`src/hdl/obd_pkg.sv`:
```
`default_nettype none

package obd_pkg;

  localparam int CompBits   = 32;
  localparam int ArcW       = 32;
  localparam int ByteW      = 8;
  localparam int GroupShift = 7;
  localparam int Arc1Base   = 40;
  localparam int Arc2Base   = 80;

  localparam int QDepth = 4;
  localparam int QPtrW  = $clog2(QDepth);
  localparam int QCntW  = $clog2(QDepth + 1);

  typedef enum logic [1:0] {
    OP_ARC   = 2'd0,
    OP_SPLIT = 2'd1,
    OP_TRUNC = 2'd2,
    OP_OVF   = 2'd3
  } obd_op_e;

  typedef enum logic [1:0] {
    ST_OK    = 2'd0,
    ST_TRUNC = 2'd1,
    ST_OVF   = 2'd2
  } obd_status_e;

  typedef struct packed {
    obd_op_e               op;
    logic [CompBits-1:0]   value;
    logic                  last;
  } obd_entry_t;

  function automatic logic [ArcW-1:0] arc_of(input logic [CompBits-1:0] v);
    logic [CompBits+ArcW-1:0] ext;
    ext = {{ArcW{1'b0}}, v};
    return ext[ArcW-1:0];
  endfunction

endpackage

`default_nettype wire

```
`src/hdl/obd_front.sv`:
```
`default_nettype none

module obd_front
  import obd_pkg::*;
(
  input  wire logic             clk_i,
  input  wire logic             rst_ni,
  input  wire logic             in_valid_i,
  input  wire logic             in_stall_i,
  input  wire logic [ByteW-1:0] content_byte_i,
  input  wire logic             content_last_i,
  output logic                  push_o,
  output obd_entry_t            entry_o
);

  logic [CompBits-1:0] acc_q, acc_d;
  logic                ovf_q, ovf_d;
  logic                first_q, first_d;

  logic                accept;
  logic                cont;
  logic                ovf_now;
  logic [CompBits-1:0] value;

  always_comb begin
    accept  = in_valid_i & ~in_stall_i;
    cont    = content_byte_i[ByteW-1];
    ovf_now = ovf_q | (|acc_q[CompBits-1 -: GroupShift]);
    value   = {acc_q[CompBits-GroupShift-1:0], content_byte_i[GroupShift-1:0]};

    push_o        = accept & (~cont | content_last_i);
    entry_o.value = value;
    entry_o.last  = content_last_i;
    if (cont) begin
      entry_o.op = OP_TRUNC;
    end else if (ovf_now) begin
      entry_o.op = OP_OVF;
    end else if (first_q) begin
      entry_o.op = OP_SPLIT;
    end else begin
      entry_o.op = OP_ARC;
    end

    acc_d   = acc_q;
    ovf_d   = ovf_q;
    first_d = first_q;
    if (accept) begin
      if (cont && !content_last_i) begin
        acc_d = value;
        ovf_d = ovf_now;
      end else begin
        acc_d   = '0;
        ovf_d   = 1'b0;
        first_d = content_last_i;
      end
    end
  end

  always_ff @(posedge clk_i or negedge rst_ni) begin
    if (!rst_ni) begin
      acc_q   <= '0;
      ovf_q   <= 1'b0;
      first_q <= 1'b1;
    end else begin
      acc_q   <= acc_d;
      ovf_q   <= ovf_d;
      first_q <= first_d;
    end
  end

endmodule

`default_nettype wire

```
`src/hdl/obd_fifo.sv`:
```
`default_nettype none

module obd_fifo
  import obd_pkg::*;
(
  input  wire logic       clk_i,
  input  wire logic       rst_ni,
  input  wire logic       push_i,
  input  wire obd_entry_t entry_i,
  output logic            full_o,
  input  wire logic       pop_i,
  output obd_entry_t      entry_o,
  output logic            empty_o
);

  obd_entry_t entries_q [QDepth];

  logic [QPtrW-1:0] wr_ptr_q, wr_ptr_d;
  logic [QPtrW-1:0] rd_ptr_q, rd_ptr_d;
  logic [QCntW-1:0] count_q, count_d;
  logic             do_push;
  logic             do_pop;

  always_comb begin
    full_o  = (count_q == QCntW'(QDepth));
    empty_o = (count_q == '0);
    entry_o = entries_q[rd_ptr_q];
    do_push = push_i & ~full_o;
    do_pop  = pop_i & ~empty_o;

    wr_ptr_d = wr_ptr_q;
    rd_ptr_d = rd_ptr_q;
    count_d  = count_q;
    if (do_push) begin
      wr_ptr_d = (wr_ptr_q == QPtrW'(QDepth - 1)) ? '0 : wr_ptr_q + 1'b1;
    end
    if (do_pop) begin
      rd_ptr_d = (rd_ptr_q == QPtrW'(QDepth - 1)) ? '0 : rd_ptr_q + 1'b1;
    end
    if (do_push && !do_pop) begin
      count_d = count_q + 1'b1;
    end else if (do_pop && !do_push) begin
      count_d = count_q - 1'b1;
    end
  end

  always_ff @(posedge clk_i or negedge rst_ni) begin
    if (!rst_ni) begin
      wr_ptr_q <= '0;
      rd_ptr_q <= '0;
      count_q  <= '0;
    end else begin
      wr_ptr_q <= wr_ptr_d;
      rd_ptr_q <= rd_ptr_d;
      count_q  <= count_d;
    end
  end

  always_ff @(posedge clk_i) begin
    if (do_push) begin
      entries_q[wr_ptr_q] <= entry_i;
    end
  end

endmodule

`default_nettype wire

```
`src/hdl/obd_back.sv`:
```
`default_nettype none

module obd_back
  import obd_pkg::*;
(
  input  wire logic            clk_i,
  input  wire logic            rst_ni,
  input  wire obd_entry_t      entry_i,
  input  wire logic            empty_i,
  output logic                 pop_o,
  output logic                 out_valid_o,
  input  wire logic            out_stall_i,
  output logic [ArcW-1:0]      arc_value_o,
  output logic                 run_end_o,
  output logic                 oid_end_o,
  output logic [1:0]           status_o
);

  logic            valid_q, valid_d;
  logic            phase_q, phase_d;
  logic [ArcW-1:0] arc_q, arc_d;
  logic            run_q, run_d;
  logic            oid_q, oid_d;
  obd_status_e     status_q, status_d;

  logic                load;
  logic                lt1;
  logic                lt2;
  logic [1:0]          top;
  logic [CompBits-1:0] rest;

  always_comb begin
    load = ~valid_q | ~out_stall_i;
    lt1  = entry_i.value < CompBits'(Arc1Base);
    lt2  = entry_i.value < CompBits'(Arc2Base);
    if (lt1) begin
      top  = 2'd0;
      rest = entry_i.value;
    end else if (lt2) begin
      top  = 2'd1;
      rest = entry_i.value - CompBits'(Arc1Base);
    end else begin
      top  = 2'd2;
      rest = entry_i.value - CompBits'(Arc2Base);
    end

    valid_d  = valid_q;
    phase_d  = phase_q;
    arc_d    = arc_q;
    run_d    = run_q;
    oid_d    = oid_q;
    status_d = status_q;
    pop_o    = 1'b0;

    if (load) begin
      valid_d = ~empty_i;
      if (!empty_i) begin
        pop_o    = 1'b1;
        phase_d  = 1'b0;
        run_d    = 1'b1;
        oid_d    = entry_i.last;
        status_d = ST_OK;
        unique case (entry_i.op)
          OP_TRUNC: begin
            arc_d    = '0;
            status_d = ST_TRUNC;
          end
          OP_OVF: begin
            arc_d    = '0;
            status_d = ST_OVF;
          end
          OP_SPLIT: begin
            if (!phase_q) begin
              arc_d   = {{(ArcW-2){1'b0}}, top};
              run_d   = 1'b0;
              oid_d   = 1'b0;
              phase_d = 1'b1;
              pop_o   = 1'b0;
            end else begin
              arc_d = arc_of(rest);
            end
          end
          OP_ARC: begin
            arc_d = arc_of(entry_i.value);
          end
          default: begin
            arc_d = '0;
          end
        endcase
      end
    end

    out_valid_o = valid_q;
    arc_value_o = arc_q;
    run_end_o   = run_q;
    oid_end_o   = oid_q;
    status_o    = status_q;
  end

  always_ff @(posedge clk_i or negedge rst_ni) begin
    if (!rst_ni) begin
      valid_q <= 1'b0;
      phase_q <= 1'b0;
    end else begin
      valid_q <= valid_d;
      phase_q <= phase_d;
    end
  end

  always_ff @(posedge clk_i) begin
    arc_q    <= arc_d;
    run_q    <= run_d;
    oid_q    <= oid_d;
    status_q <= status_d;
  end

endmodule

`default_nettype wire

```
`src/hdl/oid_ber_decoder_unit.sv`:
```
// object identifier decoder for BER content octets
// input channel: one content octet per item on content_byte_i, with
// content_last_i set on the final octet of an identifier; accepted when
// in_valid_i is high and in_stall_o is low
// output channel: one component per item (arc_value_o, run_end_o,
// oid_end_o, status_o); taken when out_valid_o is high and out_stall_i low
// a completing octet is first written into the queue and then loaded into
// the output register before its first result shows
// throughput: one octet per cycle while in_stall_o is low; the first subidentifier of an
// identifier gives two results, so the output register limits the rate to
// one result per cycle and the four-entry queue absorbs the extra one
// continuation octets give no result but still wait while the queue is full
// when the receiver stalls, the output holds and the queue fills; once it
// is full in_stall_o rises until an entry drains
// reset clears the accumulator, overflow flag, queue and output valid, and
// the next subidentifier is taken as the first of a new identifier
`default_nettype none

module oid_ber_decoder_unit
  import obd_pkg::*;
(
  input  wire logic             clk_i,
  input  wire logic             rst_ni,
  input  wire logic             in_valid_i,
  output logic                  in_stall_o,
  input  wire logic [ByteW-1:0] content_byte_i,
  input  wire logic             content_last_i,
  output logic                  out_valid_o,
  input  wire logic             out_stall_i,
  output logic [ArcW-1:0]       arc_value_o,
  output logic                  run_end_o,
  output logic                  oid_end_o,
  output logic [1:0]            status_o
);

  logic       push;
  obd_entry_t push_entry;
  logic       full;
  logic       pop;
  obd_entry_t head_entry;
  logic       empty;

  assign in_stall_o = full;

  obd_front u_front (
    .clk_i          (clk_i),
    .rst_ni         (rst_ni),
    .in_valid_i     (in_valid_i),
    .in_stall_i     (full),
    .content_byte_i (content_byte_i),
    .content_last_i (content_last_i),
    .push_o         (push),
    .entry_o        (push_entry)
  );

  obd_fifo u_fifo (
    .clk_i   (clk_i),
    .rst_ni  (rst_ni),
    .push_i  (push),
    .entry_i (push_entry),
    .full_o  (full),
    .pop_i   (pop),
    .entry_o (head_entry),
    .empty_o (empty)
  );

  obd_back u_back (
    .clk_i       (clk_i),
    .rst_ni      (rst_ni),
    .entry_i     (head_entry),
    .empty_i     (empty),
    .pop_o       (pop),
    .out_valid_o (out_valid_o),
    .out_stall_i (out_stall_i),
    .arc_value_o (arc_value_o),
    .run_end_o   (run_end_o),
    .oid_end_o   (oid_end_o),
    .status_o    (status_o)
  );

  a_err_zero : assert property (@(posedge clk_i) disable iff (!rst_ni)
    (out_valid_o && status_o != ST_OK) |-> (arc_value_o == '0))
    else $error("error item with nonzero arc");

  a_err_ends_run : assert property (@(posedge clk_i) disable iff (!rst_ni)
    (out_valid_o && status_o != ST_OK) |-> run_end_o)
    else $error("error item not closing its run");

  a_oid_end_run : assert property (@(posedge clk_i) disable iff (!rst_ni)
    (out_valid_o && oid_end_o) |-> run_end_o)
    else $error("identifier end without run end");

  a_trunc_ends_oid : assert property (@(posedge clk_i) disable iff (!rst_ni)
    (out_valid_o && status_o == ST_TRUNC) |-> oid_end_o)
    else $error("truncation not closing identifier");

endmodule

`default_nettype wire

```
`config.mk`:
```
export PLATFORM = sky130hd
export DESIGN_NAME = oid_ber_decoder_unit
export DESIGN_NICKNAME = d
export VERILOG_FILES = /design/src/hdl/obd_pkg.sv /design/src/hdl/obd_front.sv /design/src/hdl/obd_fifo.sv /design/src/hdl/obd_back.sv /design/src/hdl/oid_ber_decoder_unit.sv
export SDC_FILE = /design/constraint.sdc
export NUM_CORES = 1
export LEC_CHECK = 0
export BUFFER_PORTS_ARGS = -buffer_cell sky130_fd_sc_hd__clkbuf_2
export CAP_MARGIN = 15
export CORE_ASPECT_RATIO = 0.6
export CORE_MARGIN = 1
export CORE_UTILIZATION = 60
export DETAILED_ROUTE_END_ITERATION = 8
export PLACE_DENSITY = 0.78
export SLEW_MARGIN = 15
export SYNTH_ARGS = -nofsm -noshare
export SYNTH_HDL_FRONTEND = slang
export SYNTH_SLANG_ARGS = --single-unit
export TNS_END_PERCENT = 50
```
`constraint.sdc`:
```
create_clock -name clk_i -period 8.4 [get_ports clk_i]
set_input_delay 1.26 -clock clk_i [delete_from_list [all_inputs] [get_ports clk_i]]
set_output_delay 1.26 -clock clk_i [all_outputs]
set_load 0.005 [all_outputs]
```
==> impl_metrics.tcl <==
set metrics [dict create \
    status "complete, no violations" \
    critPathMaxStageDelay_ns 0.66 \
    diodes 0 \
    p_per_area_nw_per_um2 350 \
    min_period_over_period 0.553 \
    reg2reg_to "u_back.arc_value_o[21]" \
    max_freq_mhz 215 \
    drc 0 \
    clock_skew_ns 0.0188 \
    drt-total-wl_um 22300 \
    crit_type "reg2reg" \
    grt_pass1_wl_um 34200 \
    numCtsBuffers 20 \
    antenna_found_initial 0 \
    min_from "u_front.acc_q[25]" \
    cts_tree "yes" \
    drv_cap 0 \
    worstPathArrival_ns 4.93 \
    power_leakage_nw 3.93 \
    place_congestion 0.927 \
    ys_types 58 \
    first_pass_iters 5 \
    syn-mean-instance-area_um2 14.3 \
    fp.coreArea_um2 14900 \
    clock_sinks 219 \
    hold_end "u_front.acc_q[25]" \
    cts_setup_buffers 0 \
    cts.path.max_buffers 3 \
    final_nets 729 \
    dp_hpwl_um 14500 \
    ant_nets 0 \
    die_x_um 163 \
    mostFrequentLayoutCells "176 x edfxtp_1, 104 x nand2_1, 50 x clkbuf_2" \
    ctsResizeCount 0 \
    place_area_um2 9810 \
    ys_seq_area_frac 0.678 \
    post-route-cell-area_um2 10400 \
    worstPathCellList "buf_4, mux4_2, inv_1, ha_1, inv_1, a21oi_1, nand3_1, or3_1, o21ai_2, a31oi_1, a31oi_1" \
    p_clk_frac 0.241 \
    min_path_cells 2 \
    critPathBufInv 3 \
    initial_core_util 0.630 \
    grt_pass1_vias 5814 \
    synth_nets 680 \
    cts_max_level 1 \
    grt_max_degree 44 \
    async_flop_share 0.196 \
    cp_slowest_cell "or3_1" \
    period_needed_ns 4.64 \
    cp-start-kind "flop" \
    synth_seq_cells 219 \
    routedWlPerCell_um 24.3 \
    drive_gt1_frac 0.206 \
    grt_overflow 0 \
    required_ns 8.68 \
    via_per_inst 6.43 \
    hold_path.class "reg2reg" \
    endpoint_kind "flop" \
    yosys_warnings 0 \
    multi_input_area_um2 2820 \
    pwr-share-comb 0.331 \
    crit_path_max_fanout 28 \
    regArea_um2 6360 \
    finalSetupViolCount 0 \
    power.internal_mw 2.37 \
    die_area_um2 16200 \
    synth_enable_flop_cells 176 \
    regToRegSetupSlack_ns 3.76 \
    hold_viol 0 \
    switching_power_mw 1.28 \
    vdd.ir_drop.worst_mv 0.283 \
    ys.flop_type "edfxtp_1" \
    clock_latency_ns 0.52 \
    num_io_pins 51 \
    slew_headroom 0.341 \
    synthesis.area_um2 9380 \
    final-max-slew-violation-count 0 \
    switching_share 0.351 \
    path_delay_family "simple AND/OR/NAND/NOR gates" \
    synth_cells 656 \
    areaGrowthSynthToFinish_pct 11.4 \
    final_common_cell "edfxtp_1" \
    hold_buffers 0 \
    tns_ns 0 \
    path_clk_slew_ns 0.07 \
    die_height_um 98.8 \
    num_vias 5894 \
    track_usage 0.292 \
    row_count 34 \
    portBuffers 50 \
    fill_cells 1003 \
    rr_worst_depth 11 \
    rsz0062_at_grt "false" \
    startpoint "u_fifo.rd_ptr_q[0]" \
    r2r_start "u_fifo.rd_ptr_q[0]" \
    clock-root-buffer "clkbuf_16" \
    p_seq_frac 0.429 \
    worst_slew_pin_slew_ns 0.979 \
    drtIter0Drc 821 \
]
[synth_stat cells, types with 7 or more instances]
cell / number / area (um2)
edfxtp_1: 176 / 5290
nand2_1: 104 / 390
nand3_1: 46 / 230
dfrtp_1: 42 / 1050
o21ai_0: 32 / 160
nor2_1: 31 / 116
mux4_2: 30 / 676
a21oi_1: 24 / 120
clkbuf_1: 19 / 71.3
inv_1: 12 / 45.0
ha_1: 10 / 125
nor3_1: 10 / 50.1
and2_1: 7 / 43.8
buf_2: 7 / 35.0
mux2_2: 7 / 78.8
mux2i_1: 7 / 70.1
nor4_1: 7 / 43.8
[registers in the layout, summed over array words and instances (netlist names)]
signal,cells
u_fifo.rd_ptr_q,2
u_back.out_valid_o,1
u_back.arc_value_o,32
u_front.first_q,1
u_back.run_end_o,1
u_fifo.entries_q,140
u_fifo.count_q,3
u_fifo.wr_ptr_q,2
u_front.acc_q,32
u_back.phase_q,1
u_back.oid_end_o,1
u_front.ovf_q,1
u_back.status_o,2
[layout make-up]
| class | count | area share |
|---|---|---|
| clock inverter | 13 | 0.0110 |
| clock buffer | 23 | 0.0500 |
| timing repair buffer | 61 | 0.0319 |
| inverter | 12 | 0.00431 |
| multi-input combinational | 391 | 0.270 |
| sequential | 219 | 0.609 |
| tap | 198 | 0.0237 |
[logic make-up after synthesis]
group / share of synthesized area
DFF: 0.678
buffers and inverters: 0.0229
AOI/OAI and AO/OA: 0.0563
adders and majority gates: 0.0155
and+or+nand+nor: 0.124
xor gates and xnor gates: 0.00374
muxes: 0.0991
[routing by layer]
metal | wire, um | global-route usage
met5 | 0 | 0
met4 | 434 | 0.0740
met3 | 2470 | 0.0598
met2 | 9530 | 0.423
met1 | 9880 | 0.456
[power groups by stage]
stage	sequential [mW]	clock, mW	combinational, mW
6_report	1.57	0.880	1.21
2_1_floorplan	1.54	0	0.804
3_5_place_dp	1.59	0	1.19
5_1_grt	1.59	0.924	1.31
3_3_place_gp	1.57	0	1.18
4_1_cts	1.57	0.888	1.19
[worst max path at each step]
stage                              to  cells after the start  slack (ns)
3_5_place_dp   u_back.arc_value_o[21]                      8        3.88
2_1_floorplan       u_fifo.count_q[1]                      7        3.87
3_3_place_gp   u_back.arc_value_o[11]                      8        3.85
6_report       u_back.arc_value_o[21]                     11        3.76
5_1_grt        u_back.arc_value_o[21]                      8        3.38
4_1_cts        u_back.arc_value_o[21]                      8        3.83
[tightest hold or removal path: stages (launching register included)]
cell     delay, ns
dfrtp_1       0.35
nand2_1       0.05
nand2_1       0.05
[per-stage QoR]
| step | hold slack, ns | power [mW] | worst slack [ns] | utilization | std cells |
|---|---|---|---|---|---|
| 2_1_floorplan | 0.439 | 2.35 | 3.87 | - | 656 |
| 3_3_place_gp | 0.455 | 2.75 | 3.85 | 0.659 | 881 |
| 3_5_place_dp | 0.468 | 2.77 | 3.88 | 0.659 | 881 |
| 4_1_cts | 0.485 | 3.65 | 3.83 | 0.701 | 917 |
| 5_1_grt | 0.513 | 3.82 | 3.38 | 0.701 | 917 |
| 6_report | 0.479 | 3.66 | 3.76 | 0.701 | 917 |
No activity file was read; power rests on OpenSTA's default activity.
